--- config.mk ---
export PLATFORM = sky130hd
export DESIGN_NAME = sct_list_parser_top
export DESIGN_NICKNAME = d
export VERILOG_FILES = /design/src/design/sctlp_pkg.sv /design/src/design/sctlp_parse.sv /design/src/design/sctlp_skid.sv /design/src/design/sct_list_parser_top.sv
export VERILOG_INCLUDE_DIRS = /design/src /design/src/design
export SDC_FILE = /design/constraint.sdc
export NUM_CORES = 1
export LEC_CHECK = 0
export BUFFER_PORTS_ARGS = -buffer_cell sky130_fd_sc_hd__clkbuf_2
export CAP_MARGIN = 20
export CORE_AREA = 2 2 239 241
export DETAILED_ROUTE_END_ITERATION = 8
export DIE_AREA = 0 0 241 243
export MAX_ROUTING_LAYER = met4
export PLACE_DENSITY = 0.53
export SLEW_MARGIN = 20
export SYNTH_ARGS = -nofsm -noshare
export SYNTH_HDL_FRONTEND = slang
export SYNTH_SLANG_ARGS = --single-unit
--- constraint.sdc ---
create_clock -name aclk -period 8.7 [get_ports aclk]
set_input_delay 1.74 -clock aclk [delete_from_list [all_inputs] [get_ports aclk]]
set_output_delay 1.74 -clock aclk [all_outputs]
set_load 0.005 [all_outputs]
--- src/design/sct_list_parser_top_macros.svh ---
// Assertion macros shared by the timestamp list parser modules.
`ifndef SCT_LIST_PARSER_TOP_MACROS_SVH
`define SCT_LIST_PARSER_TOP_MACROS_SVH

// Same-cycle implication, checked at every rising edge outside reset.
`define SCTLP_ASSERT_IMP(label, clk, rstn, ante, cons, msg) \
    label: assert property (@(posedge clk) disable iff (!(rstn)) (ante) |-> (cons)) \
        else $error(msg);

// Next-cycle implication, checked at every rising edge outside reset.
`define SCTLP_ASSERT_NXT(label, clk, rstn, ante, cons, msg) \
    label: assert property (@(posedge clk) disable iff (!(rstn)) (ante) |=> (cons)) \
        else $error(msg);

`endif

--- src/design/sctlp_pkg.sv ---
// Types, constants and helper functions of the timestamp list parser.
`default_nettype none

package sctlp_pkg;

    localparam int LOG_ID_BYTES = 32;
    localparam int HDR_BYTES = 11 + LOG_ID_BYTES;
    localparam int SIG_HDR_BYTES = 4;
    localparam int TIME_BYTES = 8;
    localparam logic [16:0] CNT_MAX = 17'h1FFFF;
    localparam logic [15:0] MAX_LIST_RESET = 16'hFFFF;

    // Register index of max_list_bytes on the configuration port.
    localparam logic REG_MAX_LIST = 1'b0;

    typedef enum logic [3:0] {
        PH_LHI   = 4'd0,
        PH_LLO   = 4'd1,
        PH_EHI   = 4'd2,
        PH_ELO   = 4'd3,
        PH_VER   = 4'd4,
        PH_LOGID = 4'd5,
        PH_TIME  = 4'd6,
        PH_XHI   = 4'd7,
        PH_XLO   = 4'd8,
        PH_XDAT  = 4'd9,
        PH_HASH  = 4'd10,
        PH_SALG  = 4'd11,
        PH_SHI   = 4'd12,
        PH_SLO   = 4'd13,
        PH_SDAT  = 4'd14,
        PH_SKIP  = 4'd15
    } phase_t;

    localparam logic [3:0] KIND_LIST_LEN  = 4'd0;
    localparam logic [3:0] KIND_ENTRY_LEN = 4'd1;
    localparam logic [3:0] KIND_VERSION   = 4'd2;
    localparam logic [3:0] KIND_LOG_ID    = 4'd3;
    localparam logic [3:0] KIND_TIME      = 4'd4;
    localparam logic [3:0] KIND_EXT_LEN   = 4'd5;
    localparam logic [3:0] KIND_EXT       = 4'd6;
    localparam logic [3:0] KIND_HASH      = 4'd7;
    localparam logic [3:0] KIND_SIG_ALG   = 4'd8;
    localparam logic [3:0] KIND_SIG_LEN   = 4'd9;
    localparam logic [3:0] KIND_SIG       = 4'd10;
    localparam logic [3:0] KIND_SKIPPED   = 4'd11;

    localparam logic [3:0] ERR_NONE       = 4'd0;
    localparam logic [3:0] ERR_SIZE       = 4'd1;
    localparam logic [3:0] ERR_LIST_LEN   = 4'd2;
    localparam logic [3:0] ERR_ENTRY_LEN  = 4'd3;
    localparam logic [3:0] ERR_VERSION    = 4'd4;
    localparam logic [3:0] ERR_SHORT_HDR  = 4'd5;
    localparam logic [3:0] ERR_EXT_LEN    = 4'd6;
    localparam logic [3:0] ERR_SIG_HDR    = 4'd7;
    localparam logic [3:0] ERR_SIG_LEN    = 4'd8;

    // One result beat.
    typedef struct packed {
        logic [3:0]  field_kind;
        logic [7:0]  byte_value;
        logic        field_done;
        logic [63:0] field_value;
        logic        entry_done;
        logic [15:0] entry_index;
        logic        list_done;
        logic [3:0]  status;
    } res_t;

    // A buffer size error beats everything, a list length error beats entry
    // errors, and otherwise the first error stays.
    function automatic logic [3:0] merge_err(input logic [3:0] cur, input logic [3:0] e);
        logic [3:0] r;
        r = cur;
        if (cur == ERR_NONE || e == ERR_SIZE || (e == ERR_LIST_LEN && cur != ERR_SIZE)) begin
            r = e;
        end
        return r;
    endfunction

endpackage

`default_nettype wire

--- src/design/sctlp_parse.sv ---
// Parse state registers and the per-byte next-state and tagging logic.
`default_nettype none

module sctlp_parse (
    input  wire logic              aclk,
    input  wire logic              aresetn,
    input  wire logic              in_accept,
    input  wire logic [7:0]        in_byte,
    input  wire logic              in_last,
    input  wire logic [15:0]       max_list,
    output sctlp_pkg::res_t        res
);

`include "sct_list_parser_top_macros.svh"

    sctlp_pkg::phase_t phase_reg, phase_next;
    logic [15:0] lr_reg, lr_next;
    logic [15:0] er_reg, er_next;
    logic [15:0] fbl_reg, fbl_next;
    logic [63:0] acc_reg, acc_next;
    logic [16:0] cnt_reg, cnt_next;
    logic [15:0] ec_reg, ec_next;
    logic [3:0]  err_reg, err_next;

    logic [3:0]  kind;
    logic        done;
    logic        edone;
    logic [63:0] val;
    logic [15:0] v16;
    logic [15:0] fbl_dec;

    always_comb begin
        phase_next = phase_reg;
        lr_next    = lr_reg;
        er_next    = er_reg;
        fbl_next   = fbl_reg;
        acc_next   = acc_reg;
        ec_next    = ec_reg;
        err_next   = err_reg;
        kind       = sctlp_pkg::KIND_SKIPPED;
        done       = 1'b0;
        edone      = 1'b0;
        val        = '0;
        v16        = {acc_reg[7:0], in_byte};
        fbl_dec    = (fbl_reg != 16'd0) ? fbl_reg - 16'd1 : 16'd0;

        cnt_next = (cnt_reg != sctlp_pkg::CNT_MAX) ? cnt_reg + 17'd1 : cnt_reg;
        if (cnt_next > {1'b0, max_list}) begin
            err_next   = sctlp_pkg::merge_err(err_next, sctlp_pkg::ERR_SIZE);
            phase_next = sctlp_pkg::PH_SKIP;
        end

        // Every byte after the list length header is owed by the list.
        if (phase_next >= sctlp_pkg::PH_EHI) begin
            if (lr_next == 16'd0) begin
                err_next   = sctlp_pkg::merge_err(err_next, sctlp_pkg::ERR_LIST_LEN);
                phase_next = sctlp_pkg::PH_SKIP;
            end else begin
                lr_next = lr_next - 16'd1;
            end
        end
        if (phase_next >= sctlp_pkg::PH_VER && phase_next <= sctlp_pkg::PH_SDAT &&
            er_next != 16'd0) begin
            er_next = er_next - 16'd1;
        end

        unique case (phase_next)
            sctlp_pkg::PH_LHI: begin
                kind       = sctlp_pkg::KIND_LIST_LEN;
                acc_next   = {56'd0, in_byte};
                phase_next = sctlp_pkg::PH_LLO;
            end
            sctlp_pkg::PH_LLO: begin
                kind       = sctlp_pkg::KIND_LIST_LEN;
                done       = 1'b1;
                val        = {48'd0, v16};
                acc_next   = '0;
                lr_next    = v16;
                phase_next = (v16 != 16'd0) ? sctlp_pkg::PH_EHI : sctlp_pkg::PH_SKIP;
            end
            sctlp_pkg::PH_EHI: begin
                kind = sctlp_pkg::KIND_ENTRY_LEN;
                if (lr_next == 16'd0) begin
                    err_next   = sctlp_pkg::merge_err(err_next, sctlp_pkg::ERR_ENTRY_LEN);
                    phase_next = sctlp_pkg::PH_SKIP;
                end else begin
                    acc_next   = {56'd0, in_byte};
                    phase_next = sctlp_pkg::PH_ELO;
                end
            end
            sctlp_pkg::PH_ELO: begin
                kind     = sctlp_pkg::KIND_ENTRY_LEN;
                done     = 1'b1;
                val      = {48'd0, v16};
                acc_next = '0;
                if (v16 == 16'd0 || v16 > lr_next) begin
                    err_next   = sctlp_pkg::merge_err(err_next, sctlp_pkg::ERR_ENTRY_LEN);
                    phase_next = sctlp_pkg::PH_SKIP;
                end else begin
                    er_next    = v16;
                    phase_next = sctlp_pkg::PH_VER;
                end
            end
            sctlp_pkg::PH_VER: begin
                kind = sctlp_pkg::KIND_VERSION;
                done = 1'b1;
                val  = {56'd0, in_byte};
                if (in_byte != 8'd0) begin
                    err_next   = sctlp_pkg::merge_err(err_next, sctlp_pkg::ERR_VERSION);
                    phase_next = sctlp_pkg::PH_SKIP;
                end else if (({1'b0, er_next} + 17'd1) < 17'(sctlp_pkg::HDR_BYTES)) begin
                    err_next   = sctlp_pkg::merge_err(err_next, sctlp_pkg::ERR_SHORT_HDR);
                    phase_next = sctlp_pkg::PH_SKIP;
                end else begin
                    fbl_next   = 16'(sctlp_pkg::LOG_ID_BYTES);
                    phase_next = sctlp_pkg::PH_LOGID;
                end
            end
            sctlp_pkg::PH_LOGID, sctlp_pkg::PH_TIME: begin
                kind     = (phase_next == sctlp_pkg::PH_LOGID) ? sctlp_pkg::KIND_LOG_ID
                                                               : sctlp_pkg::KIND_TIME;
                acc_next = {acc_reg[55:0], in_byte};
                fbl_next = fbl_dec;
                if (fbl_dec == 16'd0) begin
                    done     = 1'b1;
                    val      = acc_next;
                    acc_next = '0;
                    if (phase_next == sctlp_pkg::PH_LOGID) begin
                        fbl_next   = 16'(sctlp_pkg::TIME_BYTES);
                        phase_next = sctlp_pkg::PH_TIME;
                    end else begin
                        phase_next = sctlp_pkg::PH_XHI;
                    end
                end
            end
            sctlp_pkg::PH_XHI: begin
                kind       = sctlp_pkg::KIND_EXT_LEN;
                acc_next   = {56'd0, in_byte};
                phase_next = sctlp_pkg::PH_XLO;
            end
            sctlp_pkg::PH_XLO: begin
                kind     = sctlp_pkg::KIND_EXT_LEN;
                done     = 1'b1;
                val      = {48'd0, v16};
                acc_next = '0;
                if (v16 > er_next) begin
                    err_next   = sctlp_pkg::merge_err(err_next, sctlp_pkg::ERR_EXT_LEN);
                    phase_next = sctlp_pkg::PH_SKIP;
                end else if (v16 == 16'd0) begin
                    if (er_next < 16'(sctlp_pkg::SIG_HDR_BYTES)) begin
                        err_next   = sctlp_pkg::merge_err(err_next, sctlp_pkg::ERR_SIG_HDR);
                        phase_next = sctlp_pkg::PH_SKIP;
                    end else begin
                        phase_next = sctlp_pkg::PH_HASH;
                    end
                end else begin
                    fbl_next   = v16;
                    phase_next = sctlp_pkg::PH_XDAT;
                end
            end
            sctlp_pkg::PH_XDAT, sctlp_pkg::PH_SDAT: begin
                kind     = (phase_next == sctlp_pkg::PH_XDAT) ? sctlp_pkg::KIND_EXT
                                                              : sctlp_pkg::KIND_SIG;
                acc_next = {acc_reg[55:0], in_byte};
                fbl_next = fbl_dec;
                if (fbl_dec == 16'd0) begin
                    done     = 1'b1;
                    val      = acc_next;
                    acc_next = '0;
                    if (phase_next == sctlp_pkg::PH_XDAT) begin
                        if (er_next < 16'(sctlp_pkg::SIG_HDR_BYTES)) begin
                            err_next   = sctlp_pkg::merge_err(err_next,
                                                              sctlp_pkg::ERR_SIG_HDR);
                            phase_next = sctlp_pkg::PH_SKIP;
                        end else begin
                            phase_next = sctlp_pkg::PH_HASH;
                        end
                    end else begin
                        edone      = 1'b1;
                        ec_next    = ec_reg + 16'd1;
                        phase_next = (lr_next != 16'd0) ? sctlp_pkg::PH_EHI
                                                        : sctlp_pkg::PH_SKIP;
                    end
                end
            end
            sctlp_pkg::PH_HASH: begin
                kind       = sctlp_pkg::KIND_HASH;
                done       = 1'b1;
                val        = {56'd0, in_byte};
                phase_next = sctlp_pkg::PH_SALG;
            end
            sctlp_pkg::PH_SALG: begin
                kind       = sctlp_pkg::KIND_SIG_ALG;
                done       = 1'b1;
                val        = {56'd0, in_byte};
                phase_next = sctlp_pkg::PH_SHI;
            end
            sctlp_pkg::PH_SHI: begin
                kind       = sctlp_pkg::KIND_SIG_LEN;
                acc_next   = {56'd0, in_byte};
                phase_next = sctlp_pkg::PH_SLO;
            end
            sctlp_pkg::PH_SLO: begin
                kind     = sctlp_pkg::KIND_SIG_LEN;
                done     = 1'b1;
                val      = {48'd0, v16};
                acc_next = '0;
                if (v16 != er_next) begin
                    err_next   = sctlp_pkg::merge_err(err_next, sctlp_pkg::ERR_SIG_LEN);
                    phase_next = sctlp_pkg::PH_SKIP;
                end else if (v16 == 16'd0) begin
                    edone      = 1'b1;
                    ec_next    = ec_reg + 16'd1;
                    phase_next = (lr_next != 16'd0) ? sctlp_pkg::PH_EHI
                                                    : sctlp_pkg::PH_SKIP;
                end else begin
                    fbl_next   = v16;
                    phase_next = sctlp_pkg::PH_SDAT;
                end
            end
            sctlp_pkg::PH_SKIP: begin
                kind = sctlp_pkg::KIND_SKIPPED;
            end
        endcase

        // The last byte settles the final status.
        if (in_last) begin
            if (cnt_next < 17'd2) begin
                err_next = sctlp_pkg::merge_err(err_next, sctlp_pkg::ERR_SIZE);
            end else if (lr_next != 16'd0) begin
                err_next = sctlp_pkg::merge_err(err_next, sctlp_pkg::ERR_LIST_LEN);
            end
        end
    end

    always_comb begin
        res.field_kind  = kind;
        res.byte_value  = in_byte;
        res.field_done  = done;
        res.field_value = done ? val : 64'd0;
        res.entry_done  = edone;
        res.entry_index = ec_reg;
        res.list_done   = in_last;
        res.status      = err_next;
    end

    always_ff @(posedge aclk) begin
        if (!aresetn || (in_accept && in_last)) begin
            phase_reg <= sctlp_pkg::PH_LHI;
            lr_reg    <= '0;
            er_reg    <= '0;
            fbl_reg   <= '0;
            acc_reg   <= '0;
            cnt_reg   <= '0;
            ec_reg    <= '0;
            err_reg   <= sctlp_pkg::ERR_NONE;
        end else if (in_accept) begin
            phase_reg <= phase_next;
            lr_reg    <= lr_next;
            er_reg    <= er_next;
            fbl_reg   <= fbl_next;
            acc_reg   <= acc_next;
            cnt_reg   <= cnt_next;
            ec_reg    <= ec_next;
            err_reg   <= err_next;
        end
    end

    `SCTLP_ASSERT_IMP(a_err_skips, aclk, aresetn,
        err_reg != sctlp_pkg::ERR_NONE, phase_reg == sctlp_pkg::PH_SKIP,
        "error recorded while the parser is not skipping")
    `SCTLP_ASSERT_NXT(a_last_clears, aclk, aresetn,
        in_accept && in_last,
        phase_reg == sctlp_pkg::PH_LHI && cnt_reg == 17'd0 && err_reg == sctlp_pkg::ERR_NONE,
        "parse state not cleared after the last byte")
    `SCTLP_ASSERT_IMP(a_entry_has_field, aclk, aresetn,
        in_accept && res.entry_done, res.field_done,
        "entry ended without a completed field")

endmodule

`default_nettype wire

--- src/design/sctlp_skid.sv ---
// Result register with a skid stage between the parser and the output channel.
`default_nettype none

module sctlp_skid (
    input  wire logic              aclk,
    input  wire logic              aresetn,
    input  wire logic              in_valid,
    output logic                   in_ready,
    input  wire sctlp_pkg::res_t   in_data,
    output logic                   out_valid,
    input  wire logic              out_ready,
    output sctlp_pkg::res_t        out_data
);

`include "sct_list_parser_top_macros.svh"

    logic            out_valid_reg, out_valid_next;
    logic            skid_valid_reg, skid_valid_next;
    sctlp_pkg::res_t out_data_reg, out_data_next;
    sctlp_pkg::res_t skid_data_reg, skid_data_next;
    logic            push;
    logic            pop;

    assign in_ready  = !skid_valid_reg;
    assign push      = in_valid && !skid_valid_reg;
    assign pop       = out_valid_reg && out_ready;
    assign out_valid = out_valid_reg;
    assign out_data  = out_data_reg;

    always_comb begin
        out_valid_next  = out_valid_reg;
        skid_valid_next = skid_valid_reg;
        out_data_next   = out_data_reg;
        skid_data_next  = skid_data_reg;
        if (pop || !out_valid_reg) begin
            if (skid_valid_reg) begin
                out_valid_next  = 1'b1;
                out_data_next   = skid_data_reg;
                skid_valid_next = 1'b0;
            end else begin
                out_valid_next = push;
                out_data_next  = in_data;
            end
        end else if (push) begin
            skid_valid_next = 1'b1;
            skid_data_next  = in_data;
        end
    end

    always_ff @(posedge aclk) begin
        if (!aresetn) begin
            out_valid_reg  <= 1'b0;
            skid_valid_reg <= 1'b0;
        end else begin
            out_valid_reg  <= out_valid_next;
            skid_valid_reg <= skid_valid_next;
        end
        out_data_reg  <= out_data_next;
        skid_data_reg <= skid_data_next;
    end

    `SCTLP_ASSERT_IMP(a_skid_behind_out, aclk, aresetn,
        skid_valid_reg, out_valid_reg,
        "skid stage holds a beat while the result register is empty")
    `SCTLP_ASSERT_NXT(a_skid_holds, aclk, aresetn,
        skid_valid_reg && !out_ready, skid_valid_reg && $stable(skid_data_reg),
        "skid beat lost while the output is stalled")
    `SCTLP_ASSERT_NXT(a_out_holds, aclk, aresetn,
        out_valid_reg && !out_ready, out_valid_reg && $stable(out_data_reg),
        "result beat changed while the output is stalled")

endmodule

`default_nettype wire

--- src/design/sct_list_parser_top.sv ---
// Top level of the timestamp list parser: configuration register and channels.
// A result beat is registered in the result register, or in the skid stage if stalled.
// Throughput: one beat per cycle while s_tready is high; the parse logic between state
// and result registers is combinational, and a two-entry result stage takes up
// output stalls. s_tready falls only while both result entries are full.
// Synchronous reset clears parse state and result stage and sets max_list_bytes to 65535.
`default_nettype none

module sct_list_parser_top (
    input  wire logic        aclk,
    input  wire logic        aresetn,
    // Input channel. s_tdata: [7:0] data_byte. s_tlast: last_byte.
    input  wire logic        s_tvalid,
    output logic             s_tready,
    input  wire logic [7:0]  s_tdata,
    input  wire logic        s_tlast,
    // Result channel.
    // m_tdata: [7:0] byte_value, [8] field_done, [72:9] field_value, [73] entry_done,
    //          [89:74] entry_index, [93:90] status, [95:94] zero.
    // m_tuser: [3:0] field_kind. m_tlast: list_done.
    output logic             m_tvalid,
    input  wire logic        m_tready,
    output logic [95:0]      m_tdata,
    output logic [3:0]       m_tuser,
    output logic             m_tlast,
    // Configuration port. Register 0 (byte address 0): max_list_bytes.
    input  wire logic        psel,
    input  wire logic        penable,
    input  wire logic        pwrite,
    input  wire logic [2:0]  paddr,
    input  wire logic [31:0] pwdata,
    output logic [31:0]      prdata,
    output logic             pready
);

    logic [15:0]     max_list_reg;
    logic            in_accept;
    sctlp_pkg::res_t parse_res;
    sctlp_pkg::res_t out_res;

    // The register takes its value at the access phase of a write. Only the low
    // 16 bits of the data are kept.
    assign pready = 1'b1;

    always_ff @(posedge aclk) begin
        if (!aresetn) begin
            max_list_reg <= sctlp_pkg::MAX_LIST_RESET;
        end else if (psel && penable && pwrite && paddr[2] == sctlp_pkg::REG_MAX_LIST) begin
            max_list_reg <= pwdata[15:0];
        end
    end

    assign prdata = (paddr[2] == sctlp_pkg::REG_MAX_LIST) ? {16'd0, max_list_reg} : 32'd0;

    // A byte is taken whenever the result stage has room for its beat.
    assign in_accept = s_tvalid && s_tready;

    sctlp_parse u_parse (
        .aclk      (aclk),
        .aresetn   (aresetn),
        .in_accept (in_accept),
        .in_byte   (s_tdata),
        .in_last   (s_tlast),
        .max_list  (max_list_reg),
        .res       (parse_res)
    );

    sctlp_skid u_skid (
        .aclk      (aclk),
        .aresetn   (aresetn),
        .in_valid  (s_tvalid),
        .in_ready  (s_tready),
        .in_data   (parse_res),
        .out_valid (m_tvalid),
        .out_ready (m_tready),
        .out_data  (out_res)
    );

    // Pack the result beat onto the stream ports.
    assign m_tdata = {2'b00, out_res.status, out_res.entry_index, out_res.entry_done,
                      out_res.field_value, out_res.field_done, out_res.byte_value};
    assign m_tuser = out_res.field_kind;
    assign m_tlast = out_res.list_done;

endmodule

`default_nettype wire
==> impl_metrics.csv, run 1 <==
group,metric,value,unit
layout,layout_commonest_cell,"edfxtp_1",
clock_tree,path_clk_slew,0.06,ns
die,rows,87,
grt,grt_usage,19.3,%
worst_setup_path,worstPathMaxFanout,14,
sta,finalHoldViolCount,0,
sta,layout_setup_ws,0.636,ns
layout,final_cell_mix,"edfxtp_1, nand2_1, nor2_1, dfxtp_1, clkbuf_2",
sta,fin_crit_sh,92.7,%
worst_setup_path,cp.required,9.00,ns
sta,fmax,0.124,GHz
layout,multi_input_area,0.00946,mm^2
grt,gr-total-overflow,0,
clock_tree,ctsHoldBuffers,0,
clock_tree,post_cts_buffers,0,
synth,synth_area,0.0194,mm^2
clock_tree,cts_resized,0,
clock_tree,cts.path.max_buffers,3,
sta,slew_viol_final,0,
worst_setup_path,crit_path_end_kind,"flop",
clock_tree,htreeDepth,2,
sta,worst_pin_slew,1.03,ns
layout,fillCellCount,5577,
routing,drc,0,
clock_tree,cts_sinks,361,
power,p_int,4.80,mW
synth,synth_mux_area_share,5.85,%
worst_setup_path,cp_slowest_cell,"nor4_4",
grt,grt_max_degree,146,
min_path,hp-class,"flop to flop",
power,power_frac_seq,25.2,%
placement,post-place-ws,0.691,ns
layout,final_area,0.0222,mm^2
die,start_util,34.7,%
synth,synth_edf_count,198,
synth,synth_area_per_cell,9.72,um^2
worst_setup_path,r2r_end,"u_skid.skid_data_reg[0]",
worst_setup_path,cp-start-kind,"flop",
layout,n_antenna_cell,0,
min_path,holdPathEnd,"u_parse.acc_reg[48]",
power,p_leak,8.59,nW
layout,final_nets,2199,
placement,placed_area,0.0209,mm^2
synth,ys_seq_elements,361,
power,pwr-share-clk,18.9,%
die,fp.dieH,243,um
die,dieArea,0.0586,mm^2
routing,drt-vias-per-instance,5.40,
power,ir_worst_vdd,0.180,mV
worst_setup_path,critPathMostFrequentCell,"and3_1",
placement,gp_congestion,0.908,
sta,rsz0062_at_grt,"no",
sta,setup_tns,0,ns
min_path,min_path_cells,2,
routing,dr.pass1.iters,8,
sta,setup_viol,0,
worst_setup_path,slowest_delay,0.56,ns
synth,synth_adder_area_share,3.41,%
status,status,"complete, no violations",
power,p_switching,4.21,mW
worst_setup_path,crit_type,"flop to flop",
routing,vias,15500,
die,io_pins,187,
layout,regArea,0.00921,mm^2
synth,synth_top_family_by_area,"simple AND/OR/NAND/NOR gates",
sta,hold_ws,0.446,ns
synth,yosysSeqAreaShare,47.4,%
routing,drtIter0Drc,1275,
synth,synth_cell_types,100,
sta,fin_worst_skew,0.0205,ns
synth,synth_xor_area_share,3.28,%
clock_tree,numCtsBuffers,40,
clock_tree,cts-root-buf,"clkbuf_16",
sta,max_slew_margin,30.7,%
power,cellPowerDensity,406,mW/mm^2
die,die_x,241,um
power,pwr-share-comb,55.9,%
layout,syn_to_final_growth,14.1,%
layout,drive_gt1_share,19.2,%
grt,antenna_found_initial,1,
grt,first_global_vias,14800,
synth,synth_compound_area_share,14.4,%
worst_setup_path,reg2reg_from,"u_parse.cnt_reg[8]",
run,cap_violations,0,
die,coreArea,0.0560,mm^2
grt,grt_pass1_wl,86300,um
worst_setup_path,rr_worst_depth,30,
min_path,holdCritStartpoint,"u_parse.acc_reg[48]",
synth,syn_inst,1999,
power,power,9.01,mW
worst_setup_path,worstPathArrival,8.37,ns
placement,io_buffer_count,149,
synth,ys_async_sr_fraction,0,%
synth,synthFlopType,"edfxtp_1",
worst_setup_path,rrSetupSlack,0.64,ns
clock_tree,clk_latency,0.56,ns
sta,min_period,8.06,ns
synth,ys_warn_count,0,
power,switching_share,46.7,%
routing,ant_nets,0,
synth,yosys.area_share.simple,21.1,%
placement,hpwl,37600,um
routing,wirelength,55500,um
routing,avgRoutedWirePerCell,19.2,um
clock_tree,cts_tree,"done",
-- power groups by stage --
stage | clock, mW | sequential [mW] | combinational, mW
3_5_place_dp | 0 | 2.30 | 4.96
2_1_floorplan | 0 | 2.16 | 3.60
6_report | 1.70 | 2.27 | 5.04
4_1_cts | 1.75 | 2.26 | 4.99
3_3_place_gp | 0 | 2.29 | 4.95
5_1_grt | 1.82 | 2.29 | 5.54
-- final cells by class --
type,instances,area share (%)
multi-input combinational,1453,42.6
sequential,361,41.5
clock buffer,53,5.06
timing repair buffer,186,4.73
tap,756,4.27
inverter,53,0.897
clock inverter,20,0.886
-- layer usage --
layer | vias up | global-route usage (%) | share of wire [%]
li1 | 7488 | - | -
met1 | 7537 | 26.1 | 46
met2 | 441 | 29.8 | 46
met3 | 83 | 2.89 | 5.4
met4 | 0 | 5.97 | 2.8
met5 | - | - | 0
-- cell families (layout without fill, tap and decap cells) --
kind of cell,Yosys count,in the layout
other cells,2,19
buf+inv,202,312
fa+ha+maj,53,53
flops,361,361
simple gates,789,789
compound gates,422,422
xor+xnor,68,68
mux,102,102
-- stage by stage --
stage | std cells | util, %
3_3_place_gp | 2809 | 37.3
6_report | 2882 | 39.6
4_1_cts | 2882 | 39.6
5_1_grt | 2882 | 39.6
3_5_place_dp | 2809 | 37.3
2_1_floorplan | 2016 | -
-- how the worst max path moves through the flow --
| stage | from | end | slack, ns | cells after the start |
|---|---|---|---|---|
| after global placement | u_parse.cnt_reg[0] | u_skid.skid_data_reg[0] | 0.79 | 31 |
| after global routing | u_parse.cnt_reg[0] | u_skid.out_data[0] | 0.08 | 34 |
| after detailed placement | u_parse.cnt_reg[0] | u_skid.skid_data_reg[0] | 0.69 | 31 |
| final | u_parse.cnt_reg[8] | u_skid.skid_data_reg[0] | 0.64 | 30 |
| after CTS | u_parse.cnt_reg[0] | u_skid.skid_data_reg[0] | 0.63 | 31 |
| after floorplan | m_tready | u_skid.skid_data_reg[0] | 0.77 | 2 |
-- cell usage after synthesis (all sizes together) (55+ instances only) --
cell / n / area share (%)
buf: 55 / 1.7
o21ai: 70 / 1.8
edfxtp: 198 / 31
clkbuf: 94 / 1.8
nand2: 196 / 3.8
a21oi: 146 / 3.8
mux2: 93 / 5.4
nor2: 173 / 3.4
dfxtp: 163 / 17
nand3: 93 / 2.4
and2: 74 / 2.4
-- worst max-delay path, delay by kind of cell (launching register included) --
family	cells	cell delay, ns
adder cells (fa/ha/maj)	2	0.59
AND/OR/NAND/NOR	15	3.95
flip-flops	1	0.48
XOR/XNOR	1	0.15
AO/OA/AOI/OAI	12	2.62
No activity file was read; power rests on OpenSTA's default activity.
==> inputs of run 2 (changes only) <==
--- a/config.mk
+++ b/config.mk
@@ -9,7 +9,7 @@
 export BUFFER_PORTS_ARGS = -buffer_cell sky130_fd_sc_hd__clkbuf_2
 export CAP_MARGIN = 20
-export CORE_AREA = 2 2 239 241
+export CORE_AREA = 2 2 241 243
 export DETAILED_ROUTE_END_ITERATION = 8
-export DIE_AREA = 0 0 241 243
+export DIE_AREA = 0 0 243 245
 export MAX_ROUTING_LAYER = met4
 export PLACE_DENSITY = 0.53
@@ -17,3 +17,5 @@
 export SYNTH_ARGS = -nofsm -noshare
 export SYNTH_HDL_FRONTEND = slang
+export SYNTH_HIERARCHICAL = 1
 export SYNTH_SLANG_ARGS = --single-unit
+export TNS_END_PERCENT = 5
==> constraint.sdc (replaced) <==
create_clock -name aclk -period 8.7 [get_ports aclk]
set_input_delay 0.87 -clock aclk [delete_from_list [all_inputs] [get_ports aclk]]
set_output_delay 0.87 -clock aclk [all_outputs]
set_load 0.005 [all_outputs]
==> run 2 against run 1 <==
  * Critical path depth grew 1
  * Sequential share of layout area fell by 0.30 points
  * Non-clock buffer count is 10 lower
  * Wire length shrank 1.7%
  * Clock-buffer cell count up 1
  * First-iteration DRC count decreased by 10%
  * Clock skew fell by 0.0018 ns
  * Critical endpoint is now u_skid/out_data[0]
==> impl_metrics.csv, run 2 <==
group,metric,value,unit
placement,post-place-ws,0.558,ns
grt,gr-total-overflow,0,
placement,io_buffer_count,149,
status,status,"complete, no violations",
clock_tree,path_clk_slew,0.06,ns
clock_tree,cts.path.max_buffers,3,
clock_tree,numCtsBuffers,42,
layout,fillCellCount,5696,
synth,synthFlopType,"edfxtp_1",
grt,grt_pass1_wl,85500,um
grt,grt_usage,18.5,%
sta,setup_tns,0,ns
synth,synth.top_cells.by_count,"edfxtp_1, nand2_1, dfxtp_1, nor2_1, a21oi_1",
die,die_x,243,um
run,cap_violations,0,
routing,dr.pass1.iters,6,
clock_tree,cts_sinks,361,
synth,synth_area,0.0197,mm^2
sta,finalHoldViolCount,0,
clock_tree,cts_tree,"done",
sta,fin_crit_sh,92.1,%
die,dieArea,0.0595,mm^2
placement,gp_congestion,0.923,
layout,syn_to_final_growth,13.2,%
synth,yosys.area.top_type,"edfxtp_1",
clock_tree,htreeDepth,2,
clock_tree,clk_latency,0.57,ns
sta,rsz0062_at_grt,"no",
clock_tree,cts-root-buf,"clkbuf_16",
routing,wirelength,54500,um
synth,yosysMostFrequentCell,"edfxtp_1",
grt,antenna_found_initial,1,
synth,synth_cell_types,93,
sta,fmax,0.125,GHz
min_path,hp-class,"flop to flop",
clock_tree,ctsHoldBuffers,0,
worst_setup_path,cp_slowest_cell,"a21oi_1",
sta,slew_viol_final,0,
worst_setup_path,cp.required,9.02,ns
power,cellPowerDensity,284,mW/mm^2
routing,ant_nets,0,
routing,avgRoutedWirePerCell,18.9,um
grt,first_global_vias,14800,
synth,synthDominantCellAreaShare,30.1,%
synth,ys_top_cells_by_area,"edfxtp_1, dfxtp_1, mux2_2",
synth,synth_area_per_cell,9.83,um^2
sta,hold_ws,0.447,ns
synth,ys_seq_elements,361,
layout,layout_commonest_cell,"edfxtp_1",
routing,vias,15400,
power,p_leak,8.87,nW
layout,drive_gt1_share,19.3,%
layout,n_antenna_cell,0,
power,ir_worst_vdd,0.148,mV
die,rows,88,
die,coreArea,0.0570,mm^2
worst_setup_path,crit_path_end_kind,"flop",
sta,setup_viol,0,
worst_setup_path,cp-start-kind,"flop",
synth,yosysSeqAreaShare,46.7,%
sta,max_slew_margin,27.1,%
grt,grt_max_degree,74,
sta,min_period,8.01,ns
routing,drc,0,
sta,layout_setup_ws,0.687,ns
placement,hpwl,37600,um
die,io_pins,187,
synth,synth_edf_count,198,
synth,ys_async_sr_fraction,0,%
sta,fin_worst_skew,0.0187,ns
routing,drt-vias-per-instance,5.32,
worst_setup_path,worstPathArrival,8.34,ns
worst_setup_path,critPathMostFrequentCell,"o21a_1",
routing,drtIter0Drc,1147,
sta,worst_pin_slew,1.09,ns
die,start_util,34.6,%
layout,final_cell_mix,"edfxtp_1, nand2_1, dfxtp_1, nor2_1, clkbuf_2",
worst_setup_path,crit_type,"flop to flop",
die,fp.dieH,245,um
worst_setup_path,slowest_delay,0.57,ns
layout,final_nets,2194,
synth,ys_warn_count,6,
synth,syn_inst,2009,
worst_setup_path,worstPathMaxFanout,20,
==> run 2: cell count changes after synthesis, moves of 8 or more <==
cell      delta
o211ai_1    -14
mux2i_1     +27
and3_1      +58
and2_1      -41
nor2b_1     +39
clkbuf_1    -20
nand2_1     -18
xor2_1      +11
nor2_1       -8
buf_6       +11
nand4_1      -9
buf_4       +14
inv_1        -8
==> run 2: worst paths after layout <==
kind                             from                  end  slack [ns]  cells after the start
setup reg to reg  u_parse/cnt_reg[13]   u_skid/out_data[0]        0.69                     31
hold / removal    u_parse/acc_reg[48]  u_parse/acc_reg[48]        0.45                      2
hold reg to reg   u_parse/acc_reg[48]  u_parse/acc_reg[48]        0.45                      2
setup / recovery  u_parse/cnt_reg[13]   u_skid/out_data[0]        0.69                     31
==> run 2: per-layer routing <==
metal / wire length, um / vias up / global-route usage, %
li1: - / 7436 / -
met1: 25100 / 7501 / 24.2
met2: 25800 / 347 / 29.5
met3: 2130 / 87 / 2.34
met4: 1500 / 0 / 6.57
met5: 0 / - / -
==> run 2: cells by family (layout without fill, tap and decap cells) <==
family                   count (synthesis)  after routing  synth area share [%]
AO/OA/AOI/OAI                          380            380                  12.7
XOR/XNOR                                75             75                  3.44
adder cells (fa/ha/maj)                 53             53                  3.36
buffers and inverters                  202            300                  5.24
flip-flops                             361            361                  46.7
multiplexers                           137            137                  7.60
other                                    2             19                0.0380
AND/OR/NAND/NOR                        799            799                  21.0
==> run 2: final cells by class <==
type	instances	area [um^2]	share of cell area, %
inverter	46	173	0.773
sequential	361	9210	41.2
multi-input combinational	1463	9630	43.1
tap	765	957	4.28
timing repair buffer	176	973	4.36
clock buffer	54	1210	5.42
clock inverter	24	191	0.857
==> run 2: repair_timing <==
action	4_1_cts	5_1_grt
setup endpoints to repair	0	19
gates resized for setup	0	2
setup buffers	0	0
==> run 2: metrics by stage <==
stage          instances  utilization, %  cell area, um^2  total power [mW]
2_1_floorplan       2026               -            19800              3.87
3_3_place_gp        2810            36.6            20900              4.56
3_5_place_dp        2810            36.6            20900              4.57
4_1_cts             2888            39.1            22300              6.38
5_1_grt             2889            39.2            22300              6.74
6_report            2889            39.2            22300              6.35
==> run 2: critical path, delay by kind of cell (launching register included) <==
kind            cells  cell delay, ns
simple gates       13            2.93
compound gates     12            2.87
fa+ha+maj           2            0.60
flops               1            0.47
buf+inv             2            0.46
mux                 1            0.27
xor+xnor            1            0.17
==> run 2: power by group <==
| part | switching [mW] | internal (mW) | leakage (nW) |
|---|---|---|---|
| Sequential | 0.134 | 1.94 | 3.38 |
| Combinational | 1.63 | 0.868 | 4.79 |
| Clock | 0.731 | 1.05 | 0.696 |
